File: config.mk
export PLATFORM = sky130hd
export DESIGN_NAME = ilws_div
export DESIGN_NICKNAME = d
export VERILOG_FILES = /design/src/hdl/ilws_pkg.sv /design/src/hdl/ilws_div.sv
export SDC_FILE = /design/constraint.sdc
export NUM_CORES = 1
export LEC_CHECK = 0
export ABC_AREA = 1
export BUFFER_PORTS_ARGS = -buffer_cell sky130_fd_sc_hd__buf_2
export CAP_MARGIN = 30
export CELL_PAD_IN_SITES_DETAIL_PLACEMENT = 1
export CELL_PAD_IN_SITES_GLOBAL_PLACEMENT = 2
export CORE_MARGIN = 2
export CORE_UTILIZATION = 30
export CTS_BUF_LIST = sky130_fd_sc_hd__clkbuf_8
export DETAILED_ROUTE_END_ITERATION = 8
export PLACE_DENSITY_LB_ADDON = 0.3
export SLEW_MARGIN = 40
export SYNTH_ARGS = -nofsm -noshare
export SYNTH_HDL_FRONTEND = slang
export SYNTH_SLANG_ARGS = --single-unit
File: constraint.sdc
create_clock -name clock -period 1.9 [get_ports clock]
set_clock_uncertainty 0.1 [all_clocks]
set_input_delay 0.19 -clock clock [delete_from_list [all_inputs] [get_ports clock]]
set_output_delay 0.19 -clock clock [all_outputs]
set_load 0.02 [all_outputs]
File: src/hdl/ilws_pkg.sv
package ilws_pkg;

   localparam int DEPTH = 16;
   localparam int VAL_W = 32;
   localparam int TOT_W = 36;
   localparam int IDX_W = $clog2(DEPTH);
   localparam int CNT_W = $clog2(DEPTH + 1);
   localparam int ACT_W = 4;
   localparam int ST_W  = 3;
   localparam int POS_W = 5;

   localparam logic [ACT_W-1:0] ACT_PUSH_FRONT = 4'd0;
   localparam logic [ACT_W-1:0] ACT_PUSH_BACK  = 4'd1;
   localparam logic [ACT_W-1:0] ACT_INSERT     = 4'd2;
   localparam logic [ACT_W-1:0] ACT_POP_FRONT  = 4'd3;
   localparam logic [ACT_W-1:0] ACT_POP_BACK   = 4'd4;
   localparam logic [ACT_W-1:0] ACT_REMOVE     = 4'd5;
   localparam logic [ACT_W-1:0] ACT_SEARCH     = 4'd6;
   localparam logic [ACT_W-1:0] ACT_READ       = 4'd7;
   localparam logic [ACT_W-1:0] ACT_CLEAR      = 4'd8;

   localparam logic [ST_W-1:0] ST_OK    = 3'd0;
   localparam logic [ST_W-1:0] ST_FULL  = 3'd1;
   localparam logic [ST_W-1:0] ST_EMPTY = 3'd2;
   localparam logic [ST_W-1:0] ST_RANGE = 3'd3;
   localparam logic [ST_W-1:0] ST_MISS  = 3'd4;

   typedef struct packed {
      logic [CNT_W-1:0] idx;
      logic [VAL_W-1:0] lo;
      logic [VAL_W-1:0] hi;
      logic [VAL_W-1:0] sel;
      logic             hit;
      logic [IDX_W-1:0] fpos;
   } tok_type;

   typedef struct packed {
      logic [CNT_W-1:0] occ;
      logic [VAL_W-1:0] key;
      logic [CNT_W-1:0] tgt;
   } scan_type;

   typedef struct packed {
      logic             ins;
      logic             rem;
      logic [CNT_W-1:0] pos;
      logic [VAL_W-1:0] val;
   } cmd_type;

endpackage

File: src/hdl/ilws_div.sv
module ilws_div (
   input  logic                      clock,
   input  logic                      reset,
   input  logic                      start,
   input  logic [ilws_pkg::TOT_W-1:0] dividend,
   input  logic [ilws_pkg::CNT_W-1:0] divisor,
   output logic                      busy,
   output logic [ilws_pkg::VAL_W-1:0] quotient
);

   localparam int STEP_W = $clog2(ilws_pkg::TOT_W + 1);

   logic                       busy_ff, busy_in;
   logic [STEP_W-1:0]          step_ff, step_in;
   logic [ilws_pkg::CNT_W-1:0] rem_ff, rem_in;
   logic [ilws_pkg::TOT_W-1:0] quo_ff, quo_in;
   logic [ilws_pkg::CNT_W-1:0] dvs_ff, dvs_in;
   logic [ilws_pkg::CNT_W:0]   trial;

   always_comb begin
      busy_in = busy_ff;
      step_in = step_ff;
      rem_in  = rem_ff;
      quo_in  = quo_ff;
      dvs_in  = dvs_ff;
      trial   = {rem_ff, quo_ff[ilws_pkg::TOT_W-1]};
      if (start) begin
         busy_in = 1'b1;
         step_in = '0;
         rem_in  = '0;
         quo_in  = dividend;
         dvs_in  = divisor;
      end else if (busy_ff) begin
         if (trial >= {1'b0, dvs_ff}) begin
            rem_in = ilws_pkg::CNT_W'(trial - {1'b0, dvs_ff});
            quo_in = {quo_ff[ilws_pkg::TOT_W-2:0], 1'b1};
         end else begin
            rem_in = trial[ilws_pkg::CNT_W-1:0];
            quo_in = {quo_ff[ilws_pkg::TOT_W-2:0], 1'b0};
         end
         step_in = step_ff + 1'b1;
         if (step_ff == STEP_W'(ilws_pkg::TOT_W - 1)) busy_in = 1'b0;
      end
   end

   always_ff @(posedge clock) begin
      if (reset) begin
         busy_ff <= 1'b0;
         step_ff <= '0;
      end else begin
         busy_ff <= busy_in;
         step_ff <= step_in;
      end
      rem_ff <= rem_in;
      quo_ff <= quo_in;
      dvs_ff <= dvs_in;
   end

   assign busy     = busy_ff;
   assign quotient = quo_ff[ilws_pkg::VAL_W-1:0];

endmodule

==> impl_results.md, run 1 <==
- Final period util: 0.909
- Distinct cells, synth: 26
- Die Span Y: 99.9 µm
- Hold Path Sink: quo_ff[11]
- Fin. Hold Viols: 0
- Post-synthesis xor/xnor area fraction: 0.00317
- Register area share after synthesis: 0.533
- Vias in the first global route: 2104
- Post-synth EDFFs: 41
- Worst Path Max Fanout: 7
- Total GRT Usage: 0.131
- FF+latch count, synth: 53
- Clock tree buffer depth: 2
- Mux cell area share after synthesis: 0
- Max-cap violation count: 0
- Mean Syn Cell Area: 9.08 µm²
- R2r startpoint: quo_ff[35]
- First-pass GRT wire length: 10200 µm
- Worst r2r path cells: 8
- Core Box Area: 8810 µm²
- Largest net degree at the start of global routing: 24
- Clock Latency Late Sink: 300 ps
- Port bufs: 76
- Initial DRC Count: 60
- Cell internal pwr: 1830 µW
- Clock power share: 0.238
- Syn Nets: 355
- Leakage power: 0.00154 µW
- CP peak stage delay: 370 ps
- Final min period: 1730 ps
- Most frequent cell after synthesis: nand2_1
- Final WS setup: 173 ps
- Register-to-register path setup slack: 170 ps
- Maximum clock rate: 579 MHz
- Outcome: completed
- Multi-input gate area: 887 µm²
- Unrepaired setup endpoints after global routing: false
- Post-route DRC violation count: 0
- ANT cells: 0
- Width of the die: 99.9 µm
- P per Cell Area: 825 nW/µm²
- Post-route insts no fill: 466
- WHS: 49.6 ps
- Boundary Pins: 77
- Area growth, synth to finish: 14.0%
- CP most frequent cell: inv_1
- Worst-margin pin slew: 348 ps
- Total number of vias: 2013
- CP Data Required Time: 1840 ps
- Max VDD drop: 0.000289 V
- Syn. warnings: 0
- Main combinational cell family by area after synthesis: simple AND/OR/NAND/NOR gates
- GRT overflow: 0
- Simple-gate share of the synthesized area: 0.261
- Worst slew margin: 0.768
- FF-to-FF End: quo_ff[0]
- Post-synth ARST share: 0
- Routed WL: 6200 µm
- ANT nets after route: 0
- Placed Cells: 453
- Yosys top cell area share: 0.446
- Net Sw Frac: 0.296
- Post-Synth Adder-Cell Area: 0.0345
- Antenna violations before repair: 0
- H-tree depth: 2
- Endpoints failing setup: 0
- NumNets Final: 408
- Critical Path Start Type: flip-flop
- Final Max Tran Viols: 0
- Top cells by area, synth: edfxtp_1 (45%), nand2_1 (19%), buf_4 (9.3%), dfxtp_1 (8.7%), ha_1 (2.7%)
- DR WL/cell: 13.3 µm
- Total die area: 9980 µm²
- Fill cells: 1075
- Share of cells above drive strength 1: 0.277
- Combinational power share: 0.210
- Post-synthesis compound-gate area fraction: 0.0213
- Crit path DAT: 1670 ps
- DRT Pass-1 Iters: 4
- WS Path Type: flip-flop to flip-flop
- Slowest-stage cell, CP: edfxtp_1
- Flop pwr share: 0.552
- Setup TNS: 0 ps
- CTS tree: built
- Cts bufs inserted: 5
- Post-Place Worst Slack: 114 ps
- Post-CTS setup buffer count: 0
- Row count: 34
- P_sw: 767 µW
- Root Buffer: clkbuf_8
- Hold path cells: 3
- DR vias/cell: 4.32
- Worst hold path class: input port to flip-flop
- Primary FF master, synth: edfxtp_1
- Worst-path clk slew: 100 ps
- Register Area: 1470 µm²
- Initial core utilization: 0.313
- GPL Wtd Cong: 0.727
- Clock sinks: 53
- Sequence of cells on the critical path: inv_1 > ha_1 > inv_1 > fa_2 > nand2_1 > nand2_2 > nand3_4 > a31oi_1
- Mapped cell area: 2760 µm²
- Hold Startpoint: dividend[11]
- Cell taking the most area after synthesis: edfxtp_1
- Post-synth top cells: nand2_1 (137), edfxtp_1 (41), buf_4 (34)
- DP HPWL: 4530 µm
- Cells after synthesis: 304
- Kind of end point of the critical path: flip-flop
[timing repair]
item / 4_1_cts / 5_1_grt
hold buffers: 5 / 0
resized for setup: 0 / 2
hold endpoints to repair: 5 / 0
setup endpoints to repair: 0 / 6
[per-layer routing]
layer	GRT usage	share of wire	up-vias
met3	0.0320	0.048	5
met1	0.154	0.43	928
met2	0.236	0.51	43
li1	-	-	1037
met4	0.0379	0.0090	0
met5	0	0	-
[flip-flops by register name, summed over array words and instances, names as in the netlist]
register,flops
dvs_ff,5
busy,1
quo_ff,36
rem_ff,5
step_ff,6
[power by group through the flow]
| stage | Sequential (µW) | Clock [µW] | Combinational [µW] |
|---|---|---|---|
| 4_1_cts | 1440 | 657 | 553 |
| 6_report | 1430 | 617 | 545 |
| 3_3_place_gp | 1460 | 0 | 535 |
| 2_1_floorplan | 1440 | 0 | 454 |
| 5_1_grt | 1450 | 705 | 614 |
| 3_5_place_dp | 1460 | 0 | 544 |
[per-stage QoR]
step | util | power, µW | cell area (µm²)
after global placement | 0.341 | 2000 | 3010
after global routing | 0.357 | 2770 | 3140
after floorplan | - | 1900 | 2760
after detailed placement | 0.341 | 2010 | 3010
final | 0.357 | 2590 | 3140
after CTS | 0.356 | 2650 | 3140
[worst max-delay path by stage]
| stage | startpoint | to | slack (ps) | cells after the start |
|---|---|---|---|---|
| global route | quo_ff[35] | rem_ff[2] | 6 | 10 |
| floorplan | busy | quo_ff[0] | 20 | 3 |
| global placement | quo_ff[35] | quo_ff[0] | 130 | 8 |
| CTS | quo_ff[35] | quo_ff[0] | 100 | 8 |
| detailed placement | quo_ff[35] | quo_ff[0] | 110 | 8 |
| finish | quo_ff[35] | quo_ff[0] | 170 | 8 |
[layout make-up]
class	count	share of cell area
flip-flops and latches	53	0.468
clock inverters	3	0.00478
repair buffers	87	0.155
inverters	21	0.0251
clock buffers	5	0.0219
well taps	108	0.0430
multi-input cells	189	0.282
[kinds of logic after synthesis]
| family | Yosys count |
|---|---|
| AOI/OAI and AO/OA | 11 |
| xor gates and xnor gates | 1 |
| buffers and inverters | 62 |
| adders and majority gates | 7 |
| DFF | 53 |
| and+or+nand+nor | 170 |
[critical path: cells and delay by family, from the launching register on]
family / cells / cell delay (ps)
adders and majority gates: 2 / 490
DFF: 1 / 370
and+or+nand+nor: 3 / 270
buffers and inverters: 2 / 140
AOI/OAI and AO/OA: 1 / 110
[layout by cell type (no fill, tap or decap), drive strengths merged]
cell         Yosys  final
dfxtp           12     12
nor3             2      2
a21oi            6      6
inv             21     22
dlygate4sd3      0      5
a31oi            1      1
nand2          138    138
o21ai            3      3
nor2            14     14
o31ai            1      1
xnor2            1      1
fa               1      1
edfxtp          41     41
ha               6      6
clkinv           0      1
clkbuf           1      5
or2              2      2
nand3           14     14
clkinvlp         0      1
buf             40     82
(Power assumes the default switching activity.)
==> run 2, diff against run 1 <==
CORE_UTILIZATION = 29   (was 30)
PLACE_DENSITY_LB_ADDON = 0.1   (was 0.3)
clock period = 1.4 ns   (was 1.9 ns; I/O delays follow)
==> run 2 against run 1 <==
Net effect:
- the flow now finishes with violations (setup timing)
- worst setup slack lost 490 ps
- sequential power grew 36%
- clock-buffer cell count is the same
- via count grew 8.4%
- combinational power grew 72%
- final cell count grew 13%
- cell area grew 16%
- global-route usage grew 0.62 points
- worst hold slack lost 44 ps
- fmax grew 0.57%
- largest power group unchanged
==> impl_results.md, run 2 (synthesis gave the netlist of run 1 again) <==
- Routed WL: 6790 µm
- H-tree depth: 2
- Sequence of cells on the critical path: inv_2 > ha_4 > inv_4 > fa_2 > buf_4 > xnor2_2 > nand2_1 > nand3_1 > nand2_1
- Slowest-stage cell, CP: edfxtp_1
- Crit path DAT: 1830 ps
- Maximum clock rate: 582 MHz
- GPL Wtd Cong: 0.735
- Post-route insts no fill: 527
- Total number of vias: 2183
- Clock Latency Late Sink: 310 ps
- Buf/Inv on CP: 3
- Biggest register: quo_ff
- Commonest non-fill, non-tap cell in the layout: nand2_1
- Largest net degree at the start of global routing: 31
- DR WL/cell: 12.9 µm
- Critical Path Start Type: flip-flop
- Final min period: 1720 ps
- First-pass GRT wire length: 11000 µm
- Initial core utilization: 0.299
- Worst hold path class: input port to flip-flop
- Root Buffer: clkbuf_8
- Worst Path Max Fanout: 2
- Unrepaired setup endpoints after global routing: true
- CP peak stage delay: 390 ps
- CP most frequent cell: nand2_1
- Final Max Tran Viols: 0
- Max-cap violation count: 0
- Antenna violations before repair: 0
- Die Span Y: 102 µm
- GRT overflow: 0
- Total chip power: 3970 µW
- Final WS setup: -317 ps
- DP HPWL: 4820 µm
- Worst-margin pin slew: 325 ps
- Final period util: 1.23
- Cts bufs inserted: 5
- Leakage power: 0.00176 µW
- Share of cells above drive strength 1: 0.332
- ANT nets after route: 0
- Worst slew margin: 0.784
- ANT cells: 0
- Fill cells: 1094
- P per Cell Area: 1090 nW/µm²
- Port bufs: 76
- Post-route DRC violation count: 0
- Fin. Hold Viols: 0
- Clock tree buffer depth: 2
- DRT Pass-1 Iters: 4
- Worst-path clk slew: 110 ps
- NumNets Final: 448
- Biggest regs: quo_ff: 36 flops, step_ff: 6 flops
- Clock sinks: 53
- CP Data Required Time: 1510 ps
- Kind of end point of the critical path: flip-flop
- Row count: 35
- Max FFs per register: 36
- Core Box Area: 9240 µm²
- Width of the die: 102 µm
- R2r startpoint: quo_ff[35]
- Placed Cells: 487
- Commonest cells after routing, fill and taps aside: nand2_1 (133), buf_2 (76), edfxtp_1 (41), dlygate4sd3_1 (28), buf_4 (21)
- Worst setup path startpoint: quo_ff[35]
- DR vias/cell: 4.14
- WS Path Type: flip-flop to flip-flop
- CTS tree: built
- Initial DRC Count: 53
- Total GRT Usage: 0.137
- Failing checks: setup timing
- Max VDD drop: 0.000445 V
- Boundary Pins: 77
- Area growth, synth to finish: 31.8%
- Setup TNS: -1770 ps
- Outcome: finished with violations
- Hold Startpoint: dividend[20]
- Crit path max-delay family: adder cells
- Endpoints failing setup: 6
- Total die area: 10300 µm²
- Vias in the first global route: 2269
==> run 2: repair_timing <==
action / 4_1_cts / 5_1_grt
resized for setup: 5 / 2
endpoints found under the setup margin: 6 / 6
buffers inserted: 2 / 2
hold buffers: 27 / 1
pin swaps: 8 / 1
hold endpoints to repair: 27 / 1
==> run 2: tightest hold or removal path, stage by stage <==
cell and delay [ps]:
buf_2 80, nand2_1 40, nand2_1 60
==> run 2: final timing paths <==
kind	endpoint	slack (ps)	cells past startpoint
min reg2reg	rem_ff[4]	360	2
max	rem_ff[2]	-320	9
max reg2reg	rem_ff[2]	-320	9
min	quo_ff[20]	5	3
==> run 2: layout make-up <==
cell class,instances,area [µm²],area share
sequential,53,1470,0.405
clock inverter,3,46.3,0.0127
tap,129,161,0.0444
clock buffer,5,68.8,0.0189
timing repair buffer,127,858,0.236
inverter,21,85.1,0.0234
multi-input combinational,189,943,0.259
==> run 2: power by group <==
group / switching (µW) / internal [µW] / total [µW]
clock: 551 / 537 / 1090
combinational: 526 / 413 / 939
sequential: 77.9 / 1870 / 1940
==> run 2: per-stage QoR <==
stage / hold slack (ps) / worst slack (ps) / area [µm²] / utilization
after CTS: 0.843 / -312 / 3600 / 0.390
after detailed placement: 219 / -306 / 3180 / 0.345
after global placement: 218 / -276 / 3180 / 0.345
after global routing: 9.10 / -421 / 3640 / 0.394
after floorplan: 139 / -250 / 2810 / -
final: 5.28 / -317 / 3640 / 0.394
==> run 2: layer usage <==
| metal | track usage | share of wire | vias up |
|---|---|---|---|
| met3 | 0.0324 | 0.046 | 6 |
| met1 | 0.171 | 0.46 | 1008 |
| li1 | - | - | 1117 |
| met4 | 0.0353 | 0.010 | 0 |
| met2 | 0.238 | 0.49 | 52 |
| met5 | 0 | 0 | - |
==> run 3, diff against run 2 <==
CORE_ASPECT_RATIO = 2   (was not set)
==> run 3 against run 2 <==
Net effect:
- the flow still finishes with violations (setup timing)
- largest power group unchanged
- first-iteration DRC count fell by 43%
- critical endpoint is now quo_ff[0]
- sequential power barely moved
- non-clock buffer count rose by 3
- critical path depth fell by 1
- fmax rose by 1.1%
- via count rose by 1.6%
- clock power fell by 4%
- worst setup slack improved by 18 ps
- wire length rose by 2.8%
- sequential share of layout area fell by 0.39 points
==> impl_results.md, run 3 (synthesis gave the netlist of run 1 again) <==
- Hold path cells: 3
- DR WL/cell: 13.8 µm
- WHS: 2.52 ps
- Cell internal pwr: 2800 µW
- Total number of vias: 2217
- Core Box Area: 9320 µm²
- Die Span Y: 142 µm
- P per Cell Area: 1070 nW/µm²
- Crit path max-delay family: adder cells
- Critical Path Start Type: flip-flop
- Crit path DAT: 1660 ps
- GRT overflow: 0
- Failing checks: setup timing
- Max FFs per register: 36
- Total GRT Usage: 0.146
- First-pass GRT wire length: 11400 µm
- R2r startpoint: quo_ff[35]
- Maximum clock rate: 588 MHz
- Final Max Tran Viols: 0
- Endpoints failing setup: 6
- Cell Area, Placed: 3160 µm²
- Largest net degree at the start of global routing: 29
- CP peak stage delay: 390 ps
- Port bufs: 76
- DRT Pass-1 Iters: 4
- Hold Path Sink: quo_ff[18]
- Post-route DRC violation count: 0
- Setup TNS: -1700 ps
- Cts bufs inserted: 5
- Kind of end point of the critical path: flip-flop
- Boundary Pins: 77
- DR vias/cell: 4.39
- Hold Startpoint: dividend[18]
- Area growth, synth to finish: 33.1%
- DP HPWL: 5130 µm
- Root Buffer: clkbuf_8
- Total die area: 10400 µm²
- NumNets Final: 451
- GPL Wtd Cong: 0.768
- WS Path Type: flip-flop to flip-flop
- Worst-path clk slew: 100 ps
- CTS tree: built
- Max VDD drop: 0.000660 V
- H-tree depth: 2
- Outcome: finished with violations
- FF-to-FF End: quo_ff[0]
- Commonest cells after routing, fill and taps aside: nand2_1 (131), buf_2 (76), edfxtp_1 (41), dlygate4sd3_1 (35), inv_1 (17)
- Max-cap violation count: 0
- Leakage power: 0.00177 µW
- Worst-margin pin slew: 264 ps
- Commonest non-fill, non-tap cell in the layout: nand2_1
- CP most frequent cell: nand2_2
- Sequence of cells on the critical path: inv_2 > ha_4 > inv_4 > fa_2 > nand2_2 > nand2_2 > nand3_4 > a31oi_1
- Combinational power share: 0.241
- Biggest register: quo_ff
- ANT nets after route: 0
- Initial core utilization: 0.296
- Initial DRC Count: 30
- Slowest-stage cell, CP: edfxtp_1
- Share of cells above drive strength 1: 0.329
- Final period util: 1.21
- CP Data Required Time: 1360 ps
- Fin. Hold Viols: 0
- Worst r2r path cells: 8
- Worst slew margin: 0.824
- P_sw: 1140 µW
- Worst setup path startpoint: quo_ff[35]
- Width of the die: 73.0 µm
- Buf/Inv on CP: 2
- Unrepaired setup endpoints after global routing: true
- Flop pwr share: 0.493
- Net Sw Frac: 0.289
- Routed WL: 6980 µm
- Clock Latency Late Sink: 310 ps
- Worst hold path class: input port to flip-flop
- Clock tree buffer depth: 2
- Post-Place Worst Slack: -293 ps
- Clock sinks: 53
- Vias in the first global route: 2339
- Final min period: 1700 ps
- Row count: 50
- ANT cells: 0
- Antenna violations before repair: 0
- Final WS setup: -299 ps
- Design area: 3670 µm²
- Worst Path Max Fanout: 7
- Clock power share: 0.267
- Biggest regs: quo_ff: 36 flops, step_ff: 6 flops
- Register-to-register path setup slack: -300 ps
run 3: cell count changes in the layout (fill, tap and decap cells not counted), moves of 2 or more:
cell / change
dlygate4sd3_1: +7
nand3_2: +3
nand3_1: -3
nand2_2: +2
buf_4: -5
nand2_1: -2
run 3: power groups by stage:
stage | clock network, µW | logic, µW | registers (µW)
3_5_place_dp | 0 | 848 | 1980
2_1_floorplan | 0 | 640 | 1960
6_report | 1050 | 950 | 1940
5_1_grt | 1170 | 1060 | 1960
3_3_place_gp | 0 | 840 | 1980
4_1_cts | 1100 | 940 | 1950
run 3: worst max-delay path by stage:
stage | end | slack (ps) | cells after the start
2_1_floorplan | quo_ff[0] | -250 | 3
3_3_place_gp | quo_ff[0] | -280 | 8
3_5_place_dp | quo_ff[0] | -290 | 8
4_1_cts | rem_ff[4] | -310 | 11
5_1_grt | rem_ff[4] | -390 | 11
6_report | quo_ff[0] | -300 | 8
run 3: routing by layer:
layer / part of all wire / GRT usage / vias up
met5: 0 / 0 / -
met4: 0.017 / 0.0556 / 0
met3: 0.028 / 0.0241 / 6
met2: 0.58 / 0.280 / 44
met1: 0.37 / 0.152 / 1045
li1: - / - / 1122
run 3: area by class of cell:
class	count	area, µm²
Sequential cell	53	1470
Tap cell	104	130
Timing Repair Buffer	130	911
Fill cell	1102	5650
Clock inverter	3	37.5
Multi-Input combinational cell	189	966
Clock buffer	5	68.8
Inverter	21	85.1
run 3: per-stage QoR:
step | instances | util | power (µW)
6_report | 505 | 0.394 | 3950
5_1_grt | 505 | 0.394 | 4190
4_1_cts | 504 | 0.390 | 4000
3_5_place_dp | 461 | 0.339 | 2830
3_3_place_gp | 461 | 0.339 | 2820
2_1_floorplan | 304 | - | 2600
run 3: repair_timing:
item,CTS,global route
hold endpoints to repair,35,0
pin swaps,4,12
setup endpoints to repair,6,7
hold buffers,35,0
resized for setup,5,8
setup buffers,0,1
run 3: worst min-delay path, cell delays in order:
cell and delay, ps:
buf_2 80, nand2_1 40, nand2_1 50
