**config.mk**
```make
export PLATFORM = sky130hd
export DESIGN_NAME = ilws_cell
export DESIGN_NICKNAME = d
export VERILOG_FILES = /design/src/hdl/ilws_pkg.sv /design/src/hdl/ilws_cell.sv
export SDC_FILE = /design/constraint.sdc
export NUM_CORES = 1
export LEC_CHECK = 0
export BUFFER_PORTS_ARGS = -buffer_cell sky130_fd_sc_hd__buf_4
export CAP_MARGIN = 20
export CORE_AREA = 2 2 155 157
export CTS_CLUSTER_SIZE = 25
export DETAILED_ROUTE_END_ITERATION = 6
export DIE_AREA = 0 0 157 159
export SLEW_MARGIN = 20
export SYNTH_ARGS = -nofsm -noshare
export SYNTH_HDL_FRONTEND = slang
export SYNTH_SLANG_ARGS = --single-unit
```
**constraint.sdc**
```tcl
create_clock -name clock -period 2.95 [get_ports clock]
set_clock_uncertainty 0.05 [all_clocks]
set_input_delay 0.1475 -clock clock [delete_from_list [all_inputs] [get_ports clock]]
set_output_delay 0.1475 -clock clock [all_outputs]
set_load 0.02 [all_outputs]
```
**src/hdl/ilws_pkg.sv**
```systemverilog
package ilws_pkg;

   localparam int DEPTH = 16;
   localparam int VAL_W = 32;
   localparam int TOT_W = 36;
   localparam int IDX_W = $clog2(DEPTH);
   localparam int CNT_W = $clog2(DEPTH + 1);
   localparam int ACT_W = 4;
   localparam int ST_W  = 3;
   localparam int POS_W = 5;

   localparam logic [ACT_W-1:0] ACT_PUSH_FRONT = 4'd0;
   localparam logic [ACT_W-1:0] ACT_PUSH_BACK  = 4'd1;
   localparam logic [ACT_W-1:0] ACT_INSERT     = 4'd2;
   localparam logic [ACT_W-1:0] ACT_POP_FRONT  = 4'd3;
   localparam logic [ACT_W-1:0] ACT_POP_BACK   = 4'd4;
   localparam logic [ACT_W-1:0] ACT_REMOVE     = 4'd5;
   localparam logic [ACT_W-1:0] ACT_SEARCH     = 4'd6;
   localparam logic [ACT_W-1:0] ACT_READ       = 4'd7;
   localparam logic [ACT_W-1:0] ACT_CLEAR      = 4'd8;

   localparam logic [ST_W-1:0] ST_OK    = 3'd0;
   localparam logic [ST_W-1:0] ST_FULL  = 3'd1;
   localparam logic [ST_W-1:0] ST_EMPTY = 3'd2;
   localparam logic [ST_W-1:0] ST_RANGE = 3'd3;
   localparam logic [ST_W-1:0] ST_MISS  = 3'd4;

   typedef struct packed {
      logic [CNT_W-1:0] idx;
      logic [VAL_W-1:0] lo;
      logic [VAL_W-1:0] hi;
      logic [VAL_W-1:0] sel;
      logic             hit;
      logic [IDX_W-1:0] fpos;
   } tok_type;

   typedef struct packed {
      logic [CNT_W-1:0] occ;
      logic [VAL_W-1:0] key;
      logic [CNT_W-1:0] tgt;
   } scan_type;

   typedef struct packed {
      logic             ins;
      logic             rem;
      logic [CNT_W-1:0] pos;
      logic [VAL_W-1:0] val;
   } cmd_type;

endpackage

```
**src/hdl/ilws_cell.sv**
```systemverilog
module ilws_cell (
   input  logic                      clock,
   input  logic [ilws_pkg::IDX_W-1:0] my_idx,
   input  logic [ilws_pkg::VAL_W-1:0] left_val,
   input  logic [ilws_pkg::VAL_W-1:0] right_val,
   input  ilws_pkg::cmd_type         cmd,
   input  ilws_pkg::scan_type        scan,
   input  ilws_pkg::tok_type         tok_in,
   output logic [ilws_pkg::VAL_W-1:0] value,
   output ilws_pkg::tok_type         tok_out
);

   logic [ilws_pkg::VAL_W-1:0] val_ff, val_in;
   ilws_pkg::tok_type          tok_ff, tok_in_nx;
   logic [ilws_pkg::CNT_W-1:0] me;
   logic                       used;

   assign me = ilws_pkg::CNT_W'(my_idx);

   always_comb begin
      val_in = val_ff;
      if (cmd.ins && me > cmd.pos) begin
         val_in = left_val;
      end else if (cmd.ins && me == cmd.pos) begin
         val_in = cmd.val;
      end else if (cmd.rem && me >= cmd.pos) begin
         val_in = right_val;
      end
   end

   // token walks one cell per cycle, folding this cell in
   always_comb begin
      used      = tok_in.idx < scan.occ;
      tok_in_nx = tok_in;
      tok_in_nx.idx = tok_in.idx + 1'b1;
      if (used) begin
         if (val_ff < tok_in.lo) tok_in_nx.lo = val_ff;
         if (val_ff > tok_in.hi) tok_in_nx.hi = val_ff;
         if (tok_in.idx == scan.tgt) tok_in_nx.sel = val_ff;
         if (!tok_in.hit && val_ff == scan.key) begin
            tok_in_nx.hit  = 1'b1;
            tok_in_nx.fpos = tok_in.idx[ilws_pkg::IDX_W-1:0];
         end
      end
   end

   always_ff @(posedge clock) begin
      val_ff <= val_in;
      tok_ff <= tok_in_nx;
   end

   assign value   = val_ff;
   assign tok_out = tok_ff;

endmodule

```
==> summary.md, run 1 <==
| Metric | Value |
|---|---|
| Initial antenna violation count | `1` |
| Commonest cells after routing, fill and taps aside | `423 x buf_4, 125 x dlygate4sd3_1, 106 x dfxtp_1, 77 x inv_1, 72 x ha_1` |
| Residual overflow from global routing | `0` |
| Final nets | `1552` |
| Die height | `159 um` |
| Reg-to-reg critical path endpoint | `tok_out[3]` |
| Post-synth cell types | `45` |
| Max-Cap Viols | `0` |
| Core Area | `23200 sq um` |
| Status | `finished clean` |
| Number of enable flip-flop cells after synthesis | `32` |
| Synth top area cells | `dfxtp_1 29%, edfxtp_1 13%, ha_1 12%` |
| Final WS setup | `0.182 ns` |
| Via count | `7125` |
| Yosys warning count | `0` |
| Mean post-synth cell area | `11.0 sq um` |
| CTS tree | `built` |
| Syn Inst Count | `672` |
| Final clock period utilization by the worst path | `93.8%` |
| Die W | `157 um` |
| Reg2reg setup slack | `0.18 ns` |
| Setup Crit Path Kind | `flop to flop` |
| CP endpoint kind | `flop` |
| Routed WL | `29300 um` |
| Die ar. | `25000 sq um` |
| H-tree Lvls | `4` |
| Reg2reg path depth | `7` |
| Tot GR Track Use | `23.3%` |
| Final slew viol count | `0` |
| PostCTS Resize Cnt | `0` |
| Static Leak | `6.27 nW` |
| Most common cell after layout, fill and taps aside | `buf_4` |
| ANT nets after route | `0` |
| Endpoints failing setup | `0` |
| Clock-pin slew on the worst setup and hold paths | `0.06 ns` |
| DRC | `0` |
| Drt first pass iters | `4` |
| Row cnt | `56` |
| Top cell type by total area after synthesis | `dfxtp_1` |
| RSZ-0062 raised after global routing | `no` |
| F_max | `0.361 GHz` |
| Initial cell density of the core | `31.8%` |
| Clock tree buffer depth | `2` |
| Post-synthesis sequential area ratio | `41.8%` |
| Worst hold path type | `primary input to flop` |
| Layout cells sized above 1 | `45.3%` |
| CTS buffer count | `17` |
| Routed WL per cell | `18.8 um` |
| Initial DRC count | `309` |
| Post-DP Area | `10900 sq um` |
| Detailed Place HPWL | `23000 um` |
| CP startpoint kind | `flop` |
| Mapped Area | `7370 sq um` |
| Finished Cell Area | `12800 sq um` |
| Register Area | `3080 sq um` |
| Clock latency on the worst-skew pair | `0.43 ns` |
| Clock Sinks | `138` |
| Maximum VDD drop | `0.256 mV` |
| Least-Margin Pin Slew | `0.857 ns` |
| Post-CTS repair timing setup buffer count | `0` |
| Min Tclk post-route | `2.77 ns` |
| Relative slew slack | `42.9%` |
| Post-synth top area share | `28.8%` |
| First-pass GRT wire length | `42600 um` |
| Worst Path Max Fanout | `5` |
| Top FF cell, synth | `dfxtp_1` |
| Clock root cell | `clkbuf_16` |
| RR Startpoint | `value[10]` |
| Worst hold slack | `0.00921 ns` |
| Asr flop ratio synth | `0%` |
| Crit path launch | `value[10]` |
| Vias/cell | `4.58` |
| Critical Path AT | `3.02 ns` |
| Crit path to | `tok_out[3]` |
| Worst EP required | `3.20 ns` |
| Pin count of the biggest net entering global routing | `55` |
| Hold bufs inserted after CTS | `125` |
| PwrDens | `517 nW/um^2` |
| Buffers on Ports | `393` |
| Dpl ws | `0.124 ns` |
| Area growth syn-to-layout | `73.1%` |
| Number of global-route vias before repair | `7500` |
| Setup TNS Final | `0 ns` |
| Layout fillers | `2042` |
| Fin. Hold Viols | `0` |
| Syn_nets | `1000` |
| Number of synthesized register bits | `138` |
| # IOs | `394` |
| Multi-input gate area | `3900 sq um` |
| RePlAce Congestion | `0.853` |
[per-layer routing]
metal | vias up | wire [um] | global-route usage (%)
met3 | 59 | 1900 | 4.93
met1 | 3279 | 11700 | 26.5
met5 | - | 0 | 0
li1 | 3469 | - | -
met2 | 318 | 14700 | 41.5
met4 | 0 | 1010 | 10.1
[critical path, cell delays in order (launching register included)]
cell and delay (ns):
edfxtp_1 0.52, buf_4 0.22, xor2_1 0.15, nor4_1 0.52
buf_4 0.20, nand4_1 0.17, nor4_2 0.40, mux2_2 0.41
[synthesized netlist by cell type (2+ instances only)]
library cell / instances
a21o_1: 3
a21oi_1: 28
a221oi_1: 2
a31oi_1: 3
and4_1: 4
buf_1: 3
buf_2: 3
buf_6: 6
clkbuf_1: 6
dfxtp_1: 106
edfxtp_1: 32
ha_1: 72
inv_1: 77
mux2_1: 5
mux2_2: 65
mux2_4: 29
mux2i_1: 33
nand2_1: 50
nand2b_1: 2
nand3_1: 8
nand4_1: 10
nor2_1: 7
nor2b_1: 2
nor4_1: 9
nor4_2: 2
nor4_4: 2
o21ai_0: 46
o21ai_2: 2
xnor2_1: 5
xor2_1: 35
[worst min path at each step]
| stage | startpoint | end | slack [ns] | cells past startpoint |
|---|---|---|---|---|
| after detailed placement | tok_in[101] | tok_out[101] | 0.32 | 2 |
| after global routing | left_val[10] | value[10] | 0.03 | 3 |
| final | left_val[10] | value[10] | 0.009 | 3 |
| after floorplan | tok_in[101] | tok_out[101] | 0.15 | 1 |
| after CTS | left_val[10] | value[10] | 0.0008 | 3 |
| after global placement | tok_in[44] | tok_out[44] | 0.32 | 2 |
[state kept, by name (all words and copies together), names as in the netlist]
name	flops
tok_out	106
value	32
[area by class of cell]
class                           instances  area share (%)
Timing Repair Buffer                  551            35.2
Tap cell                              319            3.13
Inverter                               77            2.27
Clock buffer                           19            3.39
Multi-Input combinational cell        439            30.6
Antenna cell                            1          0.0196
Sequential cell                       138            24.2
Clock inverter                         13            1.29
[where the power goes]
part	internal, mW	switching (mW)	leakage (nW)
Combinational	1.06	0.995	4.80
Clock	1.34	0.879	0.289
Sequential	2.18	0.147	1.19
[logic make-up after synthesis]
logic type / after synthesis / share of synthesized area (%)
compound gates: 95 / 7.44
xor+xnor: 40 / 4.75
fa+ha+maj: 72 / 12.2
buf+inv: 95 / 5.50
flops: 138 / 41.8
mux: 132 / 21.1
simple gates: 100 / 7.16
[metrics by stage]
step / power [mW] / util (%) / instances
final: 6.60 / 55.0 / 1557
after global routing: 6.90 / 55.0 / 1557
after CTS: 6.64 / 55.0 / 1556
after detailed placement: 4.28 / 47.0 / 1399
after global placement: 4.26 / 47.0 / 1399
after floorplan: 3.29 / - / 672
(Power assumes the default switching activity.)
==> run 2, diff against run 1 <==
--- a/config.mk
+++ b/config.mk
@@ -7,11 +7,11 @@
 export LEC_CHECK = 0
 export BUFFER_PORTS_ARGS = -buffer_cell sky130_fd_sc_hd__buf_4
 export CAP_MARGIN = 20
-export CORE_AREA = 2 2 155 157
+export CORE_AREA = 2 2 153 155
+export CTS_BUF_LIST = sky130_fd_sc_hd__clkbuf_4
 export CTS_CLUSTER_SIZE = 25
 export DETAILED_ROUTE_END_ITERATION = 6
-export DIE_AREA = 0 0 157 159
-export SLEW_MARGIN = 20
+export DIE_AREA = 0 0 155 157
 export SYNTH_ARGS = -nofsm -noshare
 export SYNTH_HDL_FRONTEND = slang
 export SYNTH_SLANG_ARGS = --single-unit
==> summary.md, run 2 (synthesis results as in run 1) <==
| Metric | Value |
|---|---|
| PostCTS Resize Cnt | `0 (unchanged)` |
| Core Area | `22500 sq um (was 23200 sq um)` |
| Clock latency on the worst-skew pair | `0.53 ns (was 0.43 ns)` |
| Status | `finished clean (unchanged)` |
| Max-Cap Viols | `0 (unchanged)` |
| Critical Path AT | `3.12 ns (was 3.02 ns)` |
| Post-CTS repair timing setup buffer count | `0 (unchanged)` |
| Tot GR Track Use | `23.1% (was 23.3%)` |
| Layout fillers | `1967 (was 2042)` |
| Final slew viol count | `0 (unchanged)` |
| Die ar. | `24300 sq um (was 25000 sq um)` |
| Register Area | `3080 sq um (unchanged)` |
| Initial DRC count | `330 (was 309)` |
| Detailed Place HPWL | `22700 um (was 23000 um)` |
| Initial antenna violation count | `1 (unchanged)` |
| Via count | `7242 (was 7125)` |
| Worst hold slack | `0.0862 ns (was 0.00921 ns)` |
| CTS tree | `built (unchanged)` |
| H-tree Lvls | `4 (unchanged)` |
| Residual overflow from global routing | `0 (unchanged)` |
| Reg2reg setup slack | `0.21 ns (was 0.18 ns)` |
| Commonest cells after routing, fill and taps aside | `418 x buf_4, 166 x dlygate4sd3_1, 106 x dfxtp_1, 77 x inv_1, 72 x ha_1 (was 423 x buf_4, 125 x dlygate4sd3_1, 106 x dfxtp_1, 77 x inv_1, 72 x ha_1)` |
| Routed WL per cell | `18.5 um (was 18.8 um)` |
| Multi-input gate area | `3900 sq um (about the same)` |
| CTS buffer count | `17 (unchanged)` |
| ANT nets after route | `0 (unchanged)` |
| Most common cell after layout, fill and taps aside | `buf_4 (unchanged)` |
| Worst Path Max Fanout | `24 (was 5)` |
| CP max-delay cell | `edfxtp_1 (unchanged)` |
| Min Tclk post-route | `2.74 ns (was 2.77 ns)` |
| Wl on met1 | `11500 um (was 11700 um)` |
| Worst hold path type | `primary input to flop (unchanged)` |
| Setup TNS Final | `0 ns (unchanged)` |
| Buffers on Ports | `393 (unchanged)` |
| Max FFs per register | `106 (unchanged)` |
| First-pass GRT wire length | `42200 um (was 42600 um)` |
| F_max | `0.365 GHz (was 0.361 GHz)` |
| Static Leak | `6.29 nW (was 6.27 nW)` |
| Die height | `157 um (was 159 um)` |
| Fin. Hold Viols | `0 (unchanged)` |
| Area growth syn-to-layout | `73.2% (was 73.1%)` |
| DRC | `0 (unchanged)` |
| Maximum VDD drop | `0.278 mV (was 0.256 mV)` |
| Clock Sinks | `138 (unchanged)` |
| Final clock period utilization by the worst path | `93.0% (was 93.8%)` |
| Endpoints failing setup | `0 (unchanged)` |
| DR top layer | `met4 (unchanged)` |
| CP startpoint kind | `flop (unchanged)` |
| Layout cells sized above 1 | `43.6% (was 45.3%)` |
| Final nets | `1588 (was 1552)` |
| Vias/cell | `4.64 (was 4.58)` |
| Setup Crit Path Kind | `flop to flop (unchanged)` |
| Hold bufs inserted after CTS | `164 (was 125)` |
| Number of global-route vias before repair | `7579 (was 7500)` |
| CP endpoint kind | `flop (unchanged)` |
| Clock tree buffer depth | `2 (unchanged)` |
| RePlAce Congestion | `0.820 (was 0.853)` |
| Routed WL | `28900 um (was 29300 um)` |
| Clock root cell | `clkbuf_4 (was clkbuf_16)` |
| Least-Margin Pin Slew | `0.546 ns (was 0.857 ns)` |
| Worst EP required | `3.32 ns (was 3.20 ns)` |
| Die W | `155 um (was 157 um)` |
| RSZ-0062 raised after global routing | `no (unchanged)` |
| Initial cell density of the core | `32.7% (was 31.8%)` |
| Met3 wire length | `2000 um (was 1900 um)` |
| WL met2 | `15000 um (was 14700 um)` |
| Row cnt | `55 (was 56)` |
| Relative slew slack | `63.6% (was 42.9%)` |
| # IOs | `394 (unchanged)` |
| PwrDens | `445 nW/um^2 (was 517 nW/um^2)` |
| Pin count of the biggest net entering global routing | `57 (was 55)` |
| Drt first pass iters | `7 (was 4)` |
| Worst-path cell chain | `ha_1 -> a21oi_1 -> nand2_1 -> a221oi_1 -> nor2_1 -> nor4_4 -> buf_12 -> mux2_2 (was buf_4 -> xor2_1 -> nor4_1 -> buf_4 -> nand4_1 -> nor4_2 -> mux2_2)` |
| Clock-pin slew on the worst setup and hold paths | `0.14 ns (was 0.06 ns)` |
| Max incr delay on CP | `0.59 ns (was 0.52 ns)` |
run 2: changes by cell type in the layout (fill, tap and decap cells not counted), moves of 2 or more:
cell	before	now
buf_4	423	418
diode_2	1	3
dlygate4sd3_1	125	166
clkbuf_16	17	0
clkbuf_1	2	0
clkbuf_4	0	17
run 2: layer usage:
layer	vias to the layer above	track usage [%]
li1	3546	-
met1	3403	26.7
met2	268	42.8
met3	25	6.17
met4	0	5.29
met5	-	0
run 2: final timing paths:
check	startpoint	end	cells after the start
max	value[22]	tok_out[100]	8
min	right_val[25]	value[25]	3
max reg2reg	value[22]	tok_out[100]	8
min reg2reg	value[0]	tok_out[69]	2
run 2: final cells by class:
class	count	area share (%)
antenna	3	0.0588
clock buffer	17	1.00
clock inverter	14	1.14
inverter	77	2.26
multi-input combinational	439	30.5
sequential	138	24.1
tap	285	2.79
timing repair buffer	587	38.1
run 2: metrics by stage:
stage	cells	worst slack (ns)	instance area, sq um	power (mW)	util [%]
2_1_floorplan	672	0.441	7370	3.29	-
3_3_place_gp	1360	0.226	10800	4.25	48.1
3_5_place_dp	1360	0.230	10800	4.27	48.1
4_1_cts	1555	0.176	12700	5.74	56.6
5_1_grt	1560	0.0473	12800	5.97	56.7
6_report	1560	0.207	12800	5.68	56.7
run 2: worst max-delay path: cells and delay by family (launching register included):
| kind | cells | cell delay, ns |
|---|---|---|
| AOI/OAI and AO/OA | 2 | 0.45 |
| adders and majority gates | 1 | 0.39 |
| buffers and inverters | 1 | 0.26 |
| DFF | 1 | 0.59 |
| muxes | 1 | 0.36 |
| and+or+nand+nor | 3 | 0.51 |
run 2: report_power, final:
part / internal (mW) / total (mW) / switching, mW
Combinational: 1.10 / 2.08 / 0.977
Clock: 0.505 / 1.27 / 0.762
Sequential: 2.18 / 2.34 / 0.160
Total: 3.78 / 5.68 / 1.90
==> run 3, diff against run 2 <==
--- a/config.mk
+++ b/config.mk
@@ -5,6 +5,7 @@
 export SDC_FILE = /design/constraint.sdc
 export NUM_CORES = 1
 export LEC_CHECK = 0
+export ABC_AREA = 1
 export BUFFER_PORTS_ARGS = -buffer_cell sky130_fd_sc_hd__buf_4
 export CAP_MARGIN = 20
 export CORE_AREA = 2 2 153 155
==> summary.md, run 3 <==
| Metric | Value |
|---|---|
| Syn Inst Count | `1089 (was 672)` |
| # IOs | `394 (unchanged)` |
| Clock-pin slew on the worst setup and hold paths | `0.13 ns (was 0.14 ns)` |
| Max incr delay on CP | `0.56 ns (was 0.59 ns)` |
| Routed WL per cell | `16.0 um (was 18.5 um)` |
| Top FF cell, synth | `dfxtp_1 (unchanged)` |
| Hold Path Cell Cnt | `4 (was 3)` |
| Mapped Area | `7950 sq um (was 7370 sq um)` |
| Status | `finished clean (unchanged)` |
| Number of global-route vias before repair | `9359 (was 7579)` |
| Maximum VDD drop | `0.244 mV (was 0.278 mV)` |
| Reg2reg path depth | `10 (was 8)` |
| Mean post-synth cell area | `7.30 sq um (was 11.0 sq um)` |
| Met3 wire length | `2050 um (was 2000 um)` |
| RR Startpoint | `value[8] (was value[22])` |
| Final nets | `2007 (was 1588)` |
| CTS tree | `built (unchanged)` |
| Post-DP Area | `11500 sq um (was 10800 sq um)` |
| Clock latency on the worst-skew pair | `0.56 ns (was 0.53 ns)` |
| Most common cell after layout, fill and taps aside | `buf_4 (unchanged)` |
| Adder-cell share of the synthesized area | `11.3% (was 12.2%)` |
| Post-synth top area share | `26.7% (was 28.8%)` |
| Synth Area in Compound Gates | `10.2% (was 7.44%)` |
| Clock tree buffer depth | `2 (unchanged)` |
| Final clock period utilization by the worst path | `87.4% (was 93.0%)` |
| WL met2 | `15500 um (was 15000 um)` |
| Worst hold slack | `0.0329 ns (was 0.0862 ns)` |
| Hold bufs inserted after CTS | `167 (was 164)` |
| Number of synthesized register bits | `138 (unchanged)` |
| Commonest cells after routing, fill and taps aside | `439 x buf_4, 318 x nand2_1, 167 x dlygate4sd3_1, 160 x inv_1, 106 x dfxtp_1 (was 418 x buf_4, 166 x dlygate4sd3_1, 106 x dfxtp_1, 77 x inv_1, 72 x ha_1)` |
| Xor-xnor portion of the synthesized cell area | `4.29% (was 4.75%)` |
| Endpoints failing setup | `0 (unchanged)` |
| Yosys warning count | `0 (unchanged)` |
| Worst EP required | `3.36 ns (was 3.32 ns)` |
| Mux contribution to synthesized area | `0% (was 21.1%)` |
| Die W | `155 um (unchanged)` |
| Worst-path cell chain | `dlygate4sd3_1 -> buf_4 -> ha_1 -> a21oi_1 -> nand3b_1 -> nand3_1 -> buf_4 -> inv_2 -> nand4_1 -> nand2_1 -> nand2_1 -> dlygate4sd3_1 (was ha_1 -> a21oi_1 -> nand2_1 -> a221oi_1 -> nor2_1 -> nor4_4 -> buf_12 -> mux2_2)` |
| Syn_nets | `1417 (was 1000)` |
| Final WS setup | `0.373 ns (was 0.207 ns)` |
| Hold path startpoint | `cmd[1] (was right_val[25])` |
| Count leader, synth | `nand2_1 (was dfxtp_1)` |
| Initial antenna violation count | `3 (was 1)` |
| First-pass GRT wire length | `48400 um (was 42200 um)` |
| Row cnt | `55 (unchanged)` |
| DRC | `0 (unchanged)` |
| Core Area | `22500 sq um (unchanged)` |
| Tot GR Track Use | `25.8% (was 23.1%)` |
| Reg2reg setup slack | `0.48 ns (was 0.21 ns)` |
| Dpl ws | `0.437 ns (was 0.230 ns)` |
| Critical Path AT | `2.99 ns (was 3.12 ns)` |
| Asr flop ratio synth | `0% (unchanged)` |
| CP max-delay cell | `dlygate4sd3_1 (was edfxtp_1)` |
| Final slew viol count | `0 (unchanged)` |
| Synth top area cells | `dfxtp_1 27%, nand2_1 15%, edfxtp_1 12% (was dfxtp_1 29%, edfxtp_1 13%, ha_1 12%)` |
| PostCTS Resize Cnt | `0 (unchanged)` |
| Min Tclk post-route | `2.58 ns (was 2.74 ns)` |
| H-tree Lvls | `4 (unchanged)` |
| Final Power | `6.10 mW (was 5.68 mW)` |
| Residual overflow from global routing | `0 (unchanged)` |
| DR top layer | `met4 (unchanged)` |
| Post-CTS repair timing setup buffer count | `0 (unchanged)` |
| Fin. Hold Viols | `0 (unchanged)` |
| Clock root cell | `clkbuf_4 (unchanged)` |
| Wl on met1 | `13100 um (was 11500 um)` |
| Initial cell density of the core | `35.3% (was 32.7%)` |
| CP startpoint kind | `primary input (was flop)` |
| Relative slew slack | `46.0% (was 63.6%)` |
| Reg-to-reg critical path endpoint | `tok_out[0] (was tok_out[100])` |
| Static Leak | `7.16 nW (was 6.29 nW)` |
| Max-Cap Viols | `0 (unchanged)` |
| Area growth syn-to-layout | `69.2% (was 73.2%)` |
| Finished Cell Area | `13500 sq um (was 12800 sq um)` |
| Post-synth top cells | `319 x nand2_1, 160 x inv_1, 106 x dfxtp_1 (was 106 x dfxtp_1, 77 x inv_1, 72 x ha_1)` |
| Routed WL | `31700 um (was 28900 um)` |
| Worst Path Max Fanout | `7 (was 24)` |
| Max FFs per register | `106 (unchanged)` |
| Initial DRC count | `437 (was 330)` |
| CTS buffer count | `17 (unchanged)` |
| RSZ-0062 raised after global routing | `no (unchanged)` |
| Number of enable flip-flop cells after synthesis | `32 (unchanged)` |
| Worst hold path type | `primary input to flop (unchanged)` |
| Simple-gate area share of the yosys netlist | `25.7% (was 7.16%)` |
| Pin count of the biggest net entering global routing | `45 (was 57)` |
| Drt first pass iters | `7 (unchanged)` |
| Largest family of logic cells by synthesized area | `simple AND/OR/NAND/NOR gates (was multiplexers)` |
| Clock Sinks | `138 (unchanged)` |
| Setup TNS Final | `0 ns (unchanged)` |
| Layout cells sized above 1 | `28.4% (was 43.6%)` |
| Vias/cell | `4.62 (was 4.64)` |
| Least-Margin Pin Slew | `0.808 ns (was 0.546 ns)` |
| Die ar. | `24300 sq um (unchanged)` |
| Detailed Place HPWL | `24100 um (was 22700 um)` |
| Buffers on Ports | `393 (unchanged)` |
| ANT nets after route | `0 (unchanged)` |
| Worst Hold End | `value[1] (was value[25])` |
| CP endpoint kind | `flop (unchanged)` |
| Post-synthesis sequential area ratio | `38.8% (was 41.8%)` |
| Die height | `157 um (unchanged)` |
| Top cell type by total area after synthesis | `dfxtp_1 (unchanged)` |
| PwrDens | `453 nW/um^2 (was 445 nW/um^2)` |
| Post-synth cell types | `27 (was 45)` |
| Via count | `9144 (was 7242)` |
| RePlAce Congestion | `0.884 (was 0.820)` |
| F_max | `0.388 GHz (was 0.365 GHz)` |
| Setup Crit Path Kind | `primary input to flop (was flop to flop)` |
## run 3: cell count changes in the layout (fill, tap and decap cells not counted), sizes merged, moves of 8 or more
cell,before,now
a21oi,28,66
buf,421,440
inv,82,167
mux2,99,0
mux2i,33,0
nand2,50,320
nand3,8,73
nor2,7,77
nor4,13,1
o21a,1,35
o21ai,48,40
xnor2,5,23
xor2,35,16
## run 3: cells by family (layout without fill, tap and decap cells)
group                      Yosys count  count (layout)
AOI/OAI and AO/OA                  143             143
buffers and inverters              200             802
DFF                                138             138
adders and majority gates           72              72
xor gates and xnor gates            39              39
and+or+nand+nor                    497             497
other                                0               3
## run 3: worst max-delay path, delay by kind of cell
| kind | cells | cell delay (ns) |
|---|---|---|
| and+or+nand+nor | 5 | 0.76 |
| buffers and inverters | 5 | 1.60 |
| AOI/OAI and AO/OA | 1 | 0.18 |
| adders and majority gates | 1 | 0.29 |
## run 3: how the worst max path moves through the flow
stage	cells after the start	start	slack, ns	end
CTS	9	value[2]	0.42	tok_out[1]
floorplan	7	cmd[34]	0.83	value[0]
finish	12	tok_in[103]	0.37	tok_out[0]
global route	10	value[31]	0.19	tok_out[52]
global placement	10	tok_in[103]	0.56	tok_out[61]
detailed placement	10	tok_in[103]	0.44	tok_out[52]
## run 3: area by class of cell
cell class              instances  area (sq um)
flip-flops and latches        138          3080
fillers                      2100          9050
well taps                     285           357
multi-input cells             751          4110
diodes                          3          7.51
clock inverters                12           149
repair buffers                607          4990
clock buffers                  19           143
inverters                     164           616
## run 3: report_power, final
part / switching, mW / total, mW / leakage (nW) / internal [mW]
logic: 1.32 / 2.44 / 5.80 / 1.12
clock network: 0.753 / 1.36 / 0.167 / 0.602
registers: 0.101 / 2.31 / 1.19 / 2.21
## run 3: stage by stage
step                      instances  utilization [%]
final                          1979             59.8
after global routing           1979             59.8
after CTS                      1976             59.8
after detailed placement       1778             51.0
after global placement         1778             51.0
after floorplan                1089                -
## run 3: metal layers
layer / GRT usage, % / vias to the layer above
li1: - / 4645
met1: 30.5 / 4057
met2: 45.7 / 371
met3: 5.56 / 71
met4: 9.92 / 0
met5: 0 / -
